**config.mk**
```make
export PLATFORM = sky130hd
export DESIGN_NAME = radix_integer_text_parser
export DESIGN_NICKNAME = d
export VERILOG_FILES = /design/src/rtp_pkg.sv /design/src/rtp_step.sv /design/src/radix_integer_text_parser.sv
export SDC_FILE = /design/constraint.sdc
export NUM_CORES = 1
export LEC_CHECK = 0
export BUFFER_PORTS_ARGS = -buffer_cell sky130_fd_sc_hd__buf_4
export CAP_MARGIN = 20
export CORE_MARGIN = 4
export CORE_UTILIZATION = 25
export DETAILED_ROUTE_END_ITERATION = 10
export RECOVER_POWER = 100
export SETUP_SLACK_MARGIN = 0.2
export SYNTH_ARGS = -nofsm -noshare
export SYNTH_HDL_FRONTEND = slang
export SYNTH_HIERARCHICAL = 1
export SYNTH_SLANG_ARGS = --single-unit
```
**constraint.sdc**
```tcl
create_clock -name clk -period 12.95 [get_ports clk]
set_input_delay 0 -clock clk [delete_from_list [all_inputs] [get_ports clk]]
set_output_delay 0 -clock clk [all_outputs]
set_load 0.01 [all_outputs]
```
**src/rtp_pkg.sv**
```systemverilog
// rtp_pkg: shared types, constants and helpers for the radix integer text parser
// no dependencies; used by rtp_step and radix_integer_text_parser
package rtp_pkg;

	localparam int ACC_W     = 64;
	localparam int EXC_W     = 12;
	localparam int CHAR_W    = 8;
	localparam int RADIX_W   = 6;
	localparam int DIGIT_W   = 6;
	localparam int RADIX_MAX = 36;

	localparam logic [ACC_W-1:0] ACC_TOP = '1;
	localparam logic [EXC_W-1:0] EXC_MAX = '1;

	localparam logic [RADIX_W-1:0] RADIX_AUTO = 6'd0;
	localparam logic [RADIX_W-1:0] RADIX_DEC  = 6'd10;
	localparam logic [RADIX_W-1:0] RADIX_HEX  = 6'd16;
	localparam logic [RADIX_W-1:0] RADIX_TOP  = 6'd36;
	localparam logic [RADIX_W-1:0] RADIX_LOW  = 6'd2;

	localparam logic [CHAR_W-1:0] CH_MINUS = 8'h2D;
	localparam logic [CHAR_W-1:0] CH_PLUS  = 8'h2B;
	localparam logic [CHAR_W-1:0] CH_ZERO  = 8'h30;
	localparam logic [CHAR_W-1:0] CH_NINE  = 8'h39;
	localparam logic [CHAR_W-1:0] CH_LA    = 8'h61;
	localparam logic [CHAR_W-1:0] CH_LZ    = 8'h7A;
	localparam logic [CHAR_W-1:0] CH_UA    = 8'h41;
	localparam logic [CHAR_W-1:0] CH_UZ    = 8'h5A;
	localparam logic [CHAR_W-1:0] CH_LX    = 8'h78;
	localparam logic [CHAR_W-1:0] CH_UX    = 8'h58;
	localparam logic [CHAR_W-1:0] ALPHA_OFS = 8'd10;

	// largest new accumulator value (acc * radix + digit) that is still stored, per radix
	localparam logic [ACC_W-1:0] LIMIT [0:RADIX_MAX] = '{
		'0, '0,
		ACC_TOP/2-2,   ACC_TOP/3-3,   ACC_TOP/4-4,   ACC_TOP/5-5,   ACC_TOP/6-6,
		ACC_TOP/7-7,   ACC_TOP/8-8,   ACC_TOP/9-9,   ACC_TOP/10-10, ACC_TOP/11-11,
		ACC_TOP/12-12, ACC_TOP/13-13, ACC_TOP/14-14, ACC_TOP/15-15, ACC_TOP/16-16,
		ACC_TOP/17-17, ACC_TOP/18-18, ACC_TOP/19-19, ACC_TOP/20-20, ACC_TOP/21-21,
		ACC_TOP/22-22, ACC_TOP/23-23, ACC_TOP/24-24, ACC_TOP/25-25, ACC_TOP/26-26,
		ACC_TOP/27-27, ACC_TOP/28-28, ACC_TOP/29-29, ACC_TOP/30-30, ACC_TOP/31-31,
		ACC_TOP/32-32, ACC_TOP/33-33, ACC_TOP/34-34, ACC_TOP/35-35, ACC_TOP/36-36
	};

	typedef enum logic [4:0] {
		PH_SIGN   = 5'b00001,
		PH_FIRST  = 5'b00010,
		PH_ZERO   = 5'b00100,
		PH_DIGITS = 5'b01000,
		PH_STOP   = 5'b10000
	} phase_t;

	typedef struct packed {
		logic [CHAR_W-1:0] char_code;
		logic              is_last;
	} in_item_t;

	typedef struct packed {
		logic [ACC_W-1:0] magnitude;
		logic [EXC_W-1:0] excess_digits;
		logic             negative;
		logic             not_a_number;
	} out_item_t;

	typedef struct packed {
		phase_t             phase;
		logic [ACC_W-1:0]   acc;
		logic [EXC_W-1:0]   excess;
		logic               neg;
		logic [RADIX_W-1:0] radix;
		logic               consumed;
	} parse_state_t;

	localparam parse_state_t STATE_INIT = '{
		phase:    PH_SIGN,
		acc:      '0,
		excess:   '0,
		neg:      1'b0,
		radix:    RADIX_AUTO,
		consumed: 1'b0
	};

	function automatic logic radix_ok(input logic [RADIX_W-1:0] r);
		return (r == RADIX_AUTO) || ((r >= RADIX_LOW) && (r <= RADIX_TOP));
	endfunction

endpackage

```
**src/rtp_step.sv**
```systemverilog
// rtp_step: one character of parsing, sign/prefix decode and multiply-add accumulate
// depends on rtp_pkg
module rtp_step (
	input  rtp_pkg::parse_state_t    cur,
	input  rtp_pkg::in_item_t        item,
	input  logic [rtp_pkg::RADIX_W-1:0] cfg_radix,
	output rtp_pkg::parse_state_t    nxt_state,
	output rtp_pkg::out_item_t       res
);

	rtp_pkg::parse_state_t            nxt;
	logic [rtp_pkg::RADIX_W-1:0]      r;
	logic                             go_first;
	logic                             take;
	logic [rtp_pkg::CHAR_W-1:0]       c;
	logic [rtp_pkg::CHAR_W-1:0]       dv;
	logic                             is_dig;
	logic [rtp_pkg::DIGIT_W-1:0]      d;
	logic [rtp_pkg::ACC_W-1:0]        lim;
	logic [rtp_pkg::ACC_W+rtp_pkg::RADIX_W-1:0] prod;
	logic [rtp_pkg::ACC_W+rtp_pkg::RADIX_W-1:0] t;
	logic                             bad;
	logic                             nan;

	assign c = item.char_code;

	// digit decode
	always_comb begin
		is_dig = 1'b1;
		dv     = '0;
		if ((c >= rtp_pkg::CH_ZERO) && (c <= rtp_pkg::CH_NINE)) begin
			dv = c - rtp_pkg::CH_ZERO;
		end else if ((c >= rtp_pkg::CH_LA) && (c <= rtp_pkg::CH_LZ)) begin
			dv = c - rtp_pkg::CH_LA + rtp_pkg::ALPHA_OFS;
		end else if ((c >= rtp_pkg::CH_UA) && (c <= rtp_pkg::CH_UZ)) begin
			dv = c - rtp_pkg::CH_UA + rtp_pkg::ALPHA_OFS;
		end else begin
			is_dig = 1'b0;
		end
		d = dv[rtp_pkg::DIGIT_W-1:0];
	end

	always_comb begin
		nxt      = cur;
		r        = cur.radix;
		go_first = 1'b0;
		take     = 1'b0;
		unique case (cur.phase)
			rtp_pkg::PH_SIGN: begin
				r = cfg_radix;
				if (!rtp_pkg::radix_ok(cfg_radix)) begin
					nxt.phase = rtp_pkg::PH_STOP;
				end else if (c == rtp_pkg::CH_MINUS) begin
					nxt.neg   = 1'b1;
					nxt.phase = rtp_pkg::PH_FIRST;
				end else if (c == rtp_pkg::CH_PLUS) begin
					nxt.phase = rtp_pkg::PH_FIRST;
				end else begin
					go_first = 1'b1;
				end
			end
			rtp_pkg::PH_FIRST: begin
				go_first = 1'b1;
			end
			rtp_pkg::PH_ZERO: begin
				if (((c == rtp_pkg::CH_LX) || (c == rtp_pkg::CH_UX)) && !item.is_last) begin
					r         = rtp_pkg::RADIX_HEX;
					nxt.phase = rtp_pkg::PH_DIGITS;
				end else begin
					r    = rtp_pkg::RADIX_DEC;
					take = 1'b1;
				end
			end
			rtp_pkg::PH_DIGITS: begin
				take = 1'b1;
			end
			rtp_pkg::PH_STOP: begin
			end
			default: begin
			end
		endcase

		if (go_first) begin
			if ((r == rtp_pkg::RADIX_AUTO) && (c == rtp_pkg::CH_ZERO)) begin
				nxt.consumed = 1'b1;
				nxt.phase    = rtp_pkg::PH_ZERO;
			end else begin
				if (r == rtp_pkg::RADIX_AUTO) begin
					r = rtp_pkg::RADIX_DEC;
				end
				take = 1'b1;
			end
		end
		nxt.radix = r;

		lim  = (r <= rtp_pkg::RADIX_TOP) ? rtp_pkg::LIMIT[r] : '0;
		prod = cur.acc * r;
		t    = prod + (rtp_pkg::ACC_W+rtp_pkg::RADIX_W)'(d);

		if (take) begin
			if ((r < rtp_pkg::RADIX_LOW) || !is_dig || (d >= r)) begin
				nxt.phase = rtp_pkg::PH_STOP;
			end else begin
				nxt.phase    = rtp_pkg::PH_DIGITS;
				nxt.consumed = 1'b1;
				if ((cur.excess != '0) ||
				    (t > (rtp_pkg::ACC_W+rtp_pkg::RADIX_W)'(lim))) begin
					if (cur.excess != rtp_pkg::EXC_MAX) begin
						nxt.excess = cur.excess + rtp_pkg::EXC_W'(1);
					end
				end else begin
					nxt.acc = t[rtp_pkg::ACC_W-1:0];
				end
			end
		end

		bad = !rtp_pkg::radix_ok(nxt.radix);
		nan = bad || !nxt.consumed;
		res.magnitude     = nan ? '0 : nxt.acc;
		res.excess_digits = nan ? '0 : nxt.excess;
		res.negative      = bad ? 1'b0 : nxt.neg;
		res.not_a_number  = nan;

		nxt_state = item.is_last ? rtp_pkg::STATE_INIT : nxt;
	end

endmodule

```
**src/radix_integer_text_parser.sv**
```systemverilog
// radix_integer_text_parser: top level, input register, parse state, result register
// result: written to the result register when its last character advances out of the input register
// throughput: one character per cycle, except that a last character waits while the held result is stalled
// reset: asynchronous, clears parse state, the radix register (auto) and all valid flags
// depends on rtp_pkg and rtp_step
module radix_integer_text_parser (
	input  logic                         clk,
	input  logic                         arst_n,
	input  logic                         item_valid,
	output logic                         item_stall,
	input  rtp_pkg::in_item_t            item,
	output logic                         result_valid,
	input  logic                         result_stall,
	output rtp_pkg::out_item_t           result,
	input  logic                         cfg_valid,
	output logic                         cfg_ready,
	input  logic [rtp_pkg::RADIX_W-1:0]  cfg_data
);

	rtp_pkg::in_item_t            item_s1;
	logic                         valid_s1;
	rtp_pkg::parse_state_t        state_q;
	rtp_pkg::parse_state_t        state_next;
	rtp_pkg::out_item_t           res_next;
	rtp_pkg::out_item_t           result_q;
	logic                         result_valid_q;
	logic [rtp_pkg::RADIX_W-1:0]  radix_q;
	logic                         out_free;
	logic                         advance;

	assign cfg_ready    = 1'b1;
	assign out_free     = !result_valid_q || !result_stall;
	assign advance      = valid_s1 && (!item_s1.is_last || out_free);
	assign item_stall   = valid_s1 && !advance;
	assign result_valid = result_valid_q;
	assign result       = result_q;

	always_ff @(posedge clk or negedge arst_n) begin
		if (!arst_n) begin
			radix_q <= rtp_pkg::RADIX_AUTO;
		end else if (cfg_valid && cfg_ready) begin
			radix_q <= cfg_data;
		end
	end

	// input register
	always_ff @(posedge clk or negedge arst_n) begin
		if (!arst_n) begin
			valid_s1 <= 1'b0;
		end else if (item_valid && !item_stall) begin
			valid_s1 <= 1'b1;
		end else if (advance) begin
			valid_s1 <= 1'b0;
		end
	end

	always_ff @(posedge clk) begin
		if (item_valid && !item_stall) begin
			item_s1 <= item;
		end
	end

	rtp_step u_step (
		.cur       (state_q),
		.item      (item_s1),
		.cfg_radix (radix_q),
		.nxt_state (state_next),
		.res       (res_next)
	);

	always_ff @(posedge clk or negedge arst_n) begin
		if (!arst_n) begin
			state_q <= rtp_pkg::STATE_INIT;
		end else if (advance) begin
			state_q <= state_next;
		end
	end

	// result register
	always_ff @(posedge clk or negedge arst_n) begin
		if (!arst_n) begin
			result_valid_q <= 1'b0;
		end else if (advance && item_s1.is_last) begin
			result_valid_q <= 1'b1;
		end else if (!result_stall) begin
			result_valid_q <= 1'b0;
		end
	end

	always_ff @(posedge clk) begin
		if (advance && item_s1.is_last) begin
			result_q <= res_next;
		end
	end

	a_clear_after_last: assert property (@(posedge clk) disable iff (!arst_n)
		advance && item_s1.is_last |=> state_q.phase == rtp_pkg::PH_SIGN && !state_q.consumed)
		else $error("parse state not cleared after last character");

	a_nan_zero: assert property (@(posedge clk) disable iff (!arst_n)
		result_valid_q && result_q.not_a_number |->
			result_q.magnitude == '0 && result_q.excess_digits == '0)
		else $error("nan result carries a value");

	a_excess_phase: assert property (@(posedge clk) disable iff (!arst_n)
		state_q.excess != '0 |->
			state_q.phase == rtp_pkg::PH_DIGITS || state_q.phase == rtp_pkg::PH_STOP)
		else $error("excess count outside digit phase");

	a_stall_cause: assert property (@(posedge clk) disable iff (!arst_n)
		item_stall |-> valid_s1 && item_s1.is_last && result_valid_q && result_stall)
		else $error("input stalled without a blocked result");

endmodule
```
### Yosys cells after proc, flatten, opt, wreduce, memory -nomap -nowiden

Memories as Yosys holds them, arrays and structs flattened.
Index checks and enable logic that the tools add are counted.

* flip-flop bits (word level): 184
* bits in latches: 0
* bits in writable memories: 0
* ROM bits: 4096
* input bits: 20
* output and inout bits: 81
* memories: 1

* add/sub/neg operators: 7
* multipliers: 1
* divide/modulo/power cells: 0
* magnitude comparators: 14
* equality and inequality tests: 11
* shifts and indexed selects: 0
* multiplexer cells: 47
* bitwise gates (word level): 1
* reduce and logical (&&, ||, !) cells: 33

Memories
* (name not given): words 64, width 64, read ports 1, clocked after Yosys merged registers in 0, write ports 0, line rtp_step.sv:96 `lim = (r <= rtp_pkg::RADIX_TOP) ? rtp_pkg::LIMIT[r] : '0;`

Operators with widths (number)
* 2-to-1 mux 64 bit: 4
* 2-to-1 mux 89 bit: 1
* 2-to-1 mux 81 bit: 1
* 2-to-1 mux 76 bit: 1
* adder 70 x 6 -> 70 bit: 1
* greater-than comparator 70 x 64 -> 1 bit: 1
* multiplier 64 x 6 -> 70 bit: 1
* 2-to-1 mux 5 bit: 8
* 2-to-1 mux 6 bit: 6
* == test 8 x 6 -> 1 bit, second input constant: 3
* 2-to-1 mux 12 bit: 2
* 2-to-1 mux 1 bit: 20
* zero test 6 bit: 3
* == test 8 x 7 -> 1 bit, second input constant: 2
* greater-or-equal comparator 8 x 7 -> 1 bit, second input constant: 2
* <= comparator 8 x 7 -> 1 bit, second input constant: 2
* adder 12 x 1 -> 12 bit, second input constant: 1
* adder 6 x 4 -> 6 bit, second input constant: 2
* greater-or-equal comparator 6 x 2 -> 1 bit, second input constant: 2
* <= comparator 6 bit, second input constant: 2
* inequality test 12 bit, second input constant: 1
* case mux 6 bit (2 select lines): 1
* nonzero test 12 bit: 1
* subtractor 6 bit, second input constant: 2
* 18 further kinds: 44

### Logic depth before layout (Yosys ltp)

Gate-level depths: netlist (run 1).

* word-level depth: 20
* depth in mapped cells: 44

### Cells and area by module

Netlist (run 1), hierarchy kept.

By module, submodules not included
* rtp_step: times used 1, cells each 2796, area an instance 21069.0 µm², sequential area each 0.0 µm²
* radix_integer_text_parser: times used 1, cells each 617, area an instance 7604.8 µm², sequential area each 5041.1 µm²

### Least setup slack after synthesis (run 1)

Ideal clock, no wire load.

* kind: reg2reg
* start: reg item_s1[1] (netlist name)
* end: reg state_q[63] (netlist name)
* library setup time: 0.087 ns
* arrival: 10.182 ns
* required time: 12.863 ns
* setup slack: 2.681 ns
* stages on the path, launching flop included: 45
* path buffers: 8
* period minus slack after synthesis: 10.269 ns
* path through: edfxtp_1 > inv_1 > ha_1 > nand4bb_1 > nor3_1 > nor2_1 > a221o_1 > or4_1 > buf_2 > o21ai_4 > buf_2 > buf_2 > clkbuf_1 > buf_2 > nand2_1 > fa_1 > fa_1 > inv_1 > [9 not listed] > o21ba_2 > o21ai_0 > xor2_1 > ha_1 > nand4_1 > or4_1 > nor4_1 > nand2b_1 > o31ai_1 > o32ai_1 > nor4b_1 > and3_1 > clkbuf_1 > clkbuf_1 > nand4_1 > a21oi_1 > nand2_1 > o211ai_1

RTL lines
* start, declared: line radix_integer_text_parser.sv:20 `rtp_pkg::in_item_t item_s1;`
* start signal, assigned: line radix_integer_text_parser.sv:59 `item_s1 <= item;`
* end signal, assigned: line radix_integer_text_parser.sv:73 `state_q <= rtp_pkg::STATE_INIT;`
* end signal, assigned: line radix_integer_text_parser.sv:75 `state_q <= state_next;`
* end, declared: line radix_integer_text_parser.sv:22 `rtp_pkg::parse_state_t state_q;`

### Worst setup path after layout (run 1)

* start: reg item_s1[1] (netlist name)
* end: reg result_q (netlist bit result[44]), data pin

* cells in the longest elaborated chain, start to end: 19
* elaborated cells on any way between the ends: 71
* classes of those cells: add/sub (6); mul (1); order compare (11); eq/ne (5); mux (29); bitwise (1); reduce/logical (17); memory (1)

Ends and longest elaborated chain
* parallel branches: the longest is 19 deep, another holds multiplier 64 x 6 -> 70 bit
* end signal, assigned: line radix_integer_text_parser.sv:92 `result_q <= res_next;`
* end, declared: line radix_integer_text_parser.sv:25 `rtp_pkg::out_item_t result_q;`

Parallel ways; which one is timed is not known. The select of a mux whose other input is x is not followed.
A chain may end at the register's enable or synchronous reset.

==> results.py, run 1 <==
metrics = {
    "timing": {
        "max-slew-margin-rel": -1.28,
        "grt_setup_unrepaired": "no",
        "tightest_slew_ps": 3420,
        "finalMaxSlewViolations": 385,
        "finalCritPeriodShare": 0.958,
        "fmax_mhz": 80.6,
        "finalSetupViolations": 0,
        "hold_viol": 0,
        "final.setup.worst_slack_ps": 545,
        "min_period_ps": 12410,
        "finClkSkew_ps": 22.2,
        "tns_ps": 0,
    },
    "yosys": {
        "synth_cells": 3413,
        "yosysUniqueCellTypes": 94,
        "synth_xor_area_frac": 0.0199,
        "synthSimpleGateAreaFrac": 0.245,
        "ys.flop_type": "dfrtp_1",
        "synth.net_count": 3922,
        "avgSynthCellArea_sq_um": 8.40,
        "seq_area_frac_synth": 0.176,
        "async_flop_share": 0.527,
        "synth_top_family_by_area": "adder cells",
        "synth_edf_count": 87,
        "syn_area_sq_mm": 0.0287,
        "synthMuxAreaShare": 0.00624,
        "yosysWarnings": 6,
        "synth_compound_area_frac": 0.210,
        "synthAdderAreaFrac": 0.279,
        "yosys_register_bits": 184,
    },
    "power": {
        "powerDensity_mw_per_mm2": 140,
        "p_clk_frac": 0.138,
        "seqPwrFrac": 0.156,
        "power_w": 0.00435,
        "p_int_w": 0.00180,
        "swShare": 0.587,
        "power_leakage_nw": 12.6,
        "ir_worst_vdd_mv": 0.150,
        "comb_power_share": 0.705,
        "p_switching_w": 0.00256,
    },
    "global_routing": {
        "busiest_layer": "met2",
        "grt_pass1_vias": 26400,
        "grt_start_max_net_pins": 99,
        "grt_pass1_wl_um": 161000,
        "track_usage": 0.168,
        "grt_use_met1": 0.229,
        "grt_antenna_before_repair": 0,
        "grt_overflow": 0,
        "met3_usage": 0.0334,
        "grt_use_met2": 0.268,
    },
    "worst_setup_path": {
        "reg2reg_depth": 37,
        "r2r_start": "item_s1[1]",
        "cp.required_ps": 13170,
        "cp-startpoint": "item_s1[1]",
        "path_buf_inv": 8,
        "worstSetupEndpointType": "flop",
        "critical-path-slowest-cell": "or4_1",
        "worstPathArrival_ps": 12630,
        "critPathMaxFanout": 25,
        "worst-path-stages": 37,
        "critPathKind": "flop to flop",
        "cpPeakStageDelay_ps": 810,
        "start_kind": "flop",
        "critical_path.top_delay_family": "simple AND/OR/NAND/NOR gates",
    },
    "floorplan": {
        "die_x_um": 347,
        "core_sq_mm": 0.113,
        "fp.dieArea_sq_mm": 0.120,
        "dieHeight_um": 347,
        "initial_core_util": 0.253,
        "ios": 101,
        "placement_rows": 123,
    },
    "finish": {
        "nFillCells": 12200,
        "final_layout_size_suffix_gt1_frac": 0.0609,
        "mostFrequentLayoutCells": "421 x nand2_1, 257 x a21oi_1, 252 x fa_1",
        "multi_input_area_sq_mm": 0.0217,
        "regArea_sq_mm": 0.00504,
        "nNetsFinal": 3864,
        "final_common_cell": "nand2_1",
        "n_antenna_cell": 0,
        "syn_to_final_growth_pct": 8.05,
    },
    "run_status": {
        "status": "finished with violations",
        "violations": "max-capacitance violations, max-slew violations",
    },
    "drt": {
        "wl_per_cell_um": 21.3,
        "num_vias": 26900,
        "drc": 0,
        "dr.pass1.iters": 7,
        "drtAntennaViolNets": 0,
        "drt-initial-drc-count": 2958,
        "wl_um": 104000,
        "via_per_inst": 5.53,
    },
    "clock_network": {
        "clk_latency_ps": 530,
        "cts_sinks": 184,
        "cts_made_buffers": 17,
        "root_buffer": "clkbuf_16",
        "htreeDepth": 4,
        "clk_pin_slew_ps": 80,
        "cts_tree": "built",
        "cts_max_path_buffers": 2,
    },
    "place": {
        "place_congestion": 1.03,
        "place_hpwl_um": 76000,
        "pre_cts_slack_ps": 315,
        "io_buffers": 99,
    },
    "job": {
        "cap_violations": 8,
    },
    "min_path": {
        "hold-path-cell-count": 3,
        "min_from": "result_stall",
        "hold_class": "input port to flop",
    },
}
==> tightest hold or removal path, stage by stage <==
cell,delay (ps)
buf_4,290
nand2_1,230
nand2_1,60
==> cell families after synthesis <==
group / Yosys count
simple gates: 1355
compound gates: 869
fa+ha+maj: 489
buf+inv: 433
flops: 184
xor+xnor: 65
mux: 17
other cells: 1
==> synth_stat cells (all sizes together) (87+ instances only) <==
library cell,count,area [sq um]
nand2b,110,688
fa,252,5040
a21oi,300,1700
inv,177,664
edfxtp,87,2610
clkbuf,171,643
dfrtp,96,2400
o21ai,149,757
nor2,150,566
ha,237,2970
nand4,197,1230
and2,141,882
nor2b,124,776
o211ai,113,912
nand2,421,1580
==> what timing repair did <==
| action | CTS | global route |
|---|---|---|
| gates resized for setup | 0 | 9 |
| hold buffers | 23 | 0 |
| buffers inserted | 0 | 2 |
| endpoints found under the setup margin | 0 | 127 |
| endpoints found under the hold margin | 57 | 0 |
==> flip-flops by register name, indices dropped and copies added (netlist names) <==
register / cells
radix_q: 6
item_s1: 9
result_valid: 1
valid_s1: 1
result: 78
state_q: 89
==> through the flow <==
stage	cell area [sq um]	hold WS [ps]	util	std cells
after floorplan	28700	-296	-	3413
after global placement	30600	84.3	0.271	4809
after detailed placement	30600	86.6	0.271	4809
after CTS	31500	59.5	0.278	4864
after global routing	31000	119	0.274	4868
final	31000	116	0.274	4868
==> area by class of cell <==
type | count | share of cell area
clock buffer | 18 | 0.0142
timing repair buffer | 175 | 0.0351
multi-input combinational | 2798 | 0.700
clock inverter | 14 | 0.00598
sequential | 184 | 0.163
tap | 1500 | 0.0606
inverter | 179 | 0.0217
==> power groups by stage <==
stage / sequential (W) / combinational (W) / clock (W)
6_report: 0.000681 / 0.00307 / 0.000602
3_5_place_dp: 0.000693 / 0.00294 / 0
2_1_floorplan: 0.000680 / 0.00189 / 0
3_3_place_gp: 0.000691 / 0.00293 / 0
5_1_grt: 0.000686 / 0.00325 / 0.000642
4_1_cts: 0.000681 / 0.00296 / 0.000622
==> path summary, 6_finish.rpt <==
check / slack [ps] / end
max: 540 / result[44]
min: 120 / result_valid
max reg2reg: 540 / result[44]
min reg2reg: 550 / state_q[4]
max in group asynchronous: 7570 / state_q[56]
min in group asynchronous: 1000 / state_q[23]
==> per-layer routing <==
layer / share of wire / vias up / routed length [um]
li1: - / 12100 / -
met1: 0.43 / 13500 / 44800
met2: 0.46 / 1184 / 47300
met3: 0.083 / 195 / 8630
met4: 0.030 / 0 / 3110
met5: 0 / - / 0
Power figures use the tool's default switching activity.
==> run 2: changes to the inputs <==
==> constraint.sdc (replaced) <==
create_clock -name clk -period 12.2 [get_ports clk]
set_input_delay 0 -clock clk [delete_from_list [all_inputs] [get_ports clk]]
set_output_delay 0 -clock clk [all_outputs]
set_load 0.01 [all_outputs]
==> results.py, run 2 (synthesis results as in run 1) <==
metrics = {
    "place": {
        "place_hpwl_um": 77400,
        "pre_cts_slack_ps": -4.99,
        "place_area_sq_mm": 0.0307,
        "io_buffers": 99,
        "place_congestion": 0.999,
    },
    "clock_network": {
        "cts_sinks": 184,
        "cts_made_buffers": 17,
        "root_buffer": "clkbuf_16",
        "cts_tree": "built",
        "clk_latency_ps": 520,
        "cts_max_path_buffers": 2,
        "htreeDepth": 4,
        "clk_pin_slew_ps": 80,
    },
    "worst_setup_path": {
        "worstSetupEndpointType": "flop",
        "cp_common_cell": "ha_1",
        "cpPeakStageDelay_ps": 720,
        "critPathMaxFanout": 29,
        "critical-path-slowest-cell": "or4_1",
        "worstPathArrival_ps": 11770,
        "cp.required_ps": 12480,
        "start_kind": "flop",
        "critPathKind": "flop to flop",
    },
    "drt": {
        "dr.pass1.iters": 6,
        "num_vias": 26600,
        "via_per_inst": 5.46,
        "drtAntennaViolNets": 0,
        "drc": 0,
        "wl_um": 102000,
        "wl_per_cell_um": 20.9,
        "drt-initial-drc-count": 2544,
    },
    "floorplan": {
        "core_sq_mm": 0.113,
        "placement_rows": 123,
        "ios": 101,
        "fp.dieArea_sq_mm": 0.120,
        "initial_core_util": 0.253,
        "dieHeight_um": 347,
        "die_x_um": 347,
    },
    "global_routing": {
        "grt_overflow": 0,
        "grt_antenna_before_repair": 0,
        "grt_pass1_vias": 25800,
        "grt_start_max_net_pins": 183,
        "grt_pass1_wl_um": 158000,
        "track_usage": 0.166,
    },
    "finish": {
        "nNetsFinal": 3870,
        "syn_to_final_growth_pct": 8.78,
        "finalInstanceArea_sq_mm": 0.0312,
        "final_common_cell": "nand2_1",
        "largest_reg_flops": 89,
        "top_register": "state_q",
        "n_antenna_cell": 0,
        "final_layout_size_suffix_gt1_frac": 0.0679,
        "mostFrequentLayoutCells": "420 x nand2_1, 272 x a21oi_1, 252 x fa_1",
        "layout.core_utilization": 0.276,
    },
    "power": {
        "ir_worst_vdd_mv": 0.154,
        "power_leakage_nw": 12.7,
        "powerDensity_mw_per_mm2": 147,
        "power_w": 0.00457,
    },
    "timing": {
        "fmax_mhz": 87.1,
        "hold_slack_ps": 69.5,
        "finalSetupViolations": 0,
        "finalMaxSlewViolations": 486,
        "final.setup.worst_slack_ps": 713,
        "tightest_slew_ps": 3640,
        "finClkSkew_ps": 19.8,
        "min_period_ps": 11490,
        "finalCritPeriodShare": 0.942,
        "grt_setup_unrepaired": "no",
        "hold_viol": 0,
        "max-slew-margin-rel": -1.43,
    },
    "run_status": {
        "status": "finished with violations",
        "violations": "max-capacitance violations, max-slew violations",
    },
    "job": {
        "cap_violations": 11,
    },
    "min_path": {
        "hold_class": "input port to flop",
    },
}
run 2: cell types whose count changed in the layout (fill, tap and decap cells not counted), moves of 5 or more:
| cell | previous run | this run |
|---|---|---|
| o31ai_1 | 63 | 48 |
| o211ai_2 | 4 | 9 |
| a21oi_2 | 43 | 28 |
| o31ai_2 | 10 | 25 |
| a21oi_1 | 257 | 272 |
| o211ai_1 | 108 | 103 |
run 2: cell type report:
cell class / instances / area, sq um
clock buffers: 17 / 425
repair buffers: 183 / 1170
clock inverters: 15 / 184
fillers: 12200 / 81900
flip-flops and latches: 184 / 5040
well taps: 1500 / 1880
multi-input cells: 2796 / 21800
inverters: 179 / 672
run 2: repair_timing:
item / 4_1_cts / 5_1_grt
hold buffers: 23 / 0
pin swaps: 0 / 2
endpoints found under the hold margin: 56 / 0
gates cloned: 0 / 0
buffers inserted: 0 / 3
gates resized for setup: 2 / 23
setup endpoints to repair: 98 / 134
run 2: path summary, 6_finish.rpt:
path | from | endpoint | slack (ps) | cells past startpoint
worst max-delay path | item_s1[1] | state_q[72] | 710 | 37
worst min-delay path | result_stall | state_q[88] | 70 | 3
worst max register to register | item_s1[1] | state_q[72] | 710 | 37
worst min register to register | state_q[7] | state_q[7] | 550 | 2
max in group asynchronous | arst_n | valid_s1 | 6370 | 3
min in group asynchronous | arst_n | state_q[23] | 870 | 2
run 2: per-layer routing:
| layer | wire [um] | global-route usage | part of all wire |
|---|---|---|---|
| met1 | 44900 | 0.226 | 0.44 |
| met2 | 46300 | 0.259 | 0.45 |
| met3 | 7710 | 0.0360 | 0.076 |
| met4 | 3150 | 0.0597 | 0.031 |
| met5 | 0 | 0 | 0 |
run 2: power by group:
group	switching, W	internal, W	total, W
clock	0.000299	0.000310	0.000609
combinational	0.00233	0.000905	0.00323
sequential	0.0000455	0.000682	0.000727
run 2: stage by stage:
step | instances | TNS (ps)
2_1_floorplan | 3413 | 0
3_3_place_gp | 4816 | 0
3_5_place_dp | 4816 | -4.99
4_1_cts | 4871 | 0
5_1_grt | 4874 | 0
6_report | 4874 | 0
run 2: worst max-delay path: cells and delay by family (launching register included):
kind | cells | cell delay [ps]
adder cells (fa/ha/maj) | 7 | 2640
AND/OR/NAND/NOR | 14 | 4420
buffers and inverters | 4 | 910
AO/OA/AOI/OAI | 11 | 2460
flip-flops | 1 | 460
XOR/XNOR | 1 | 340
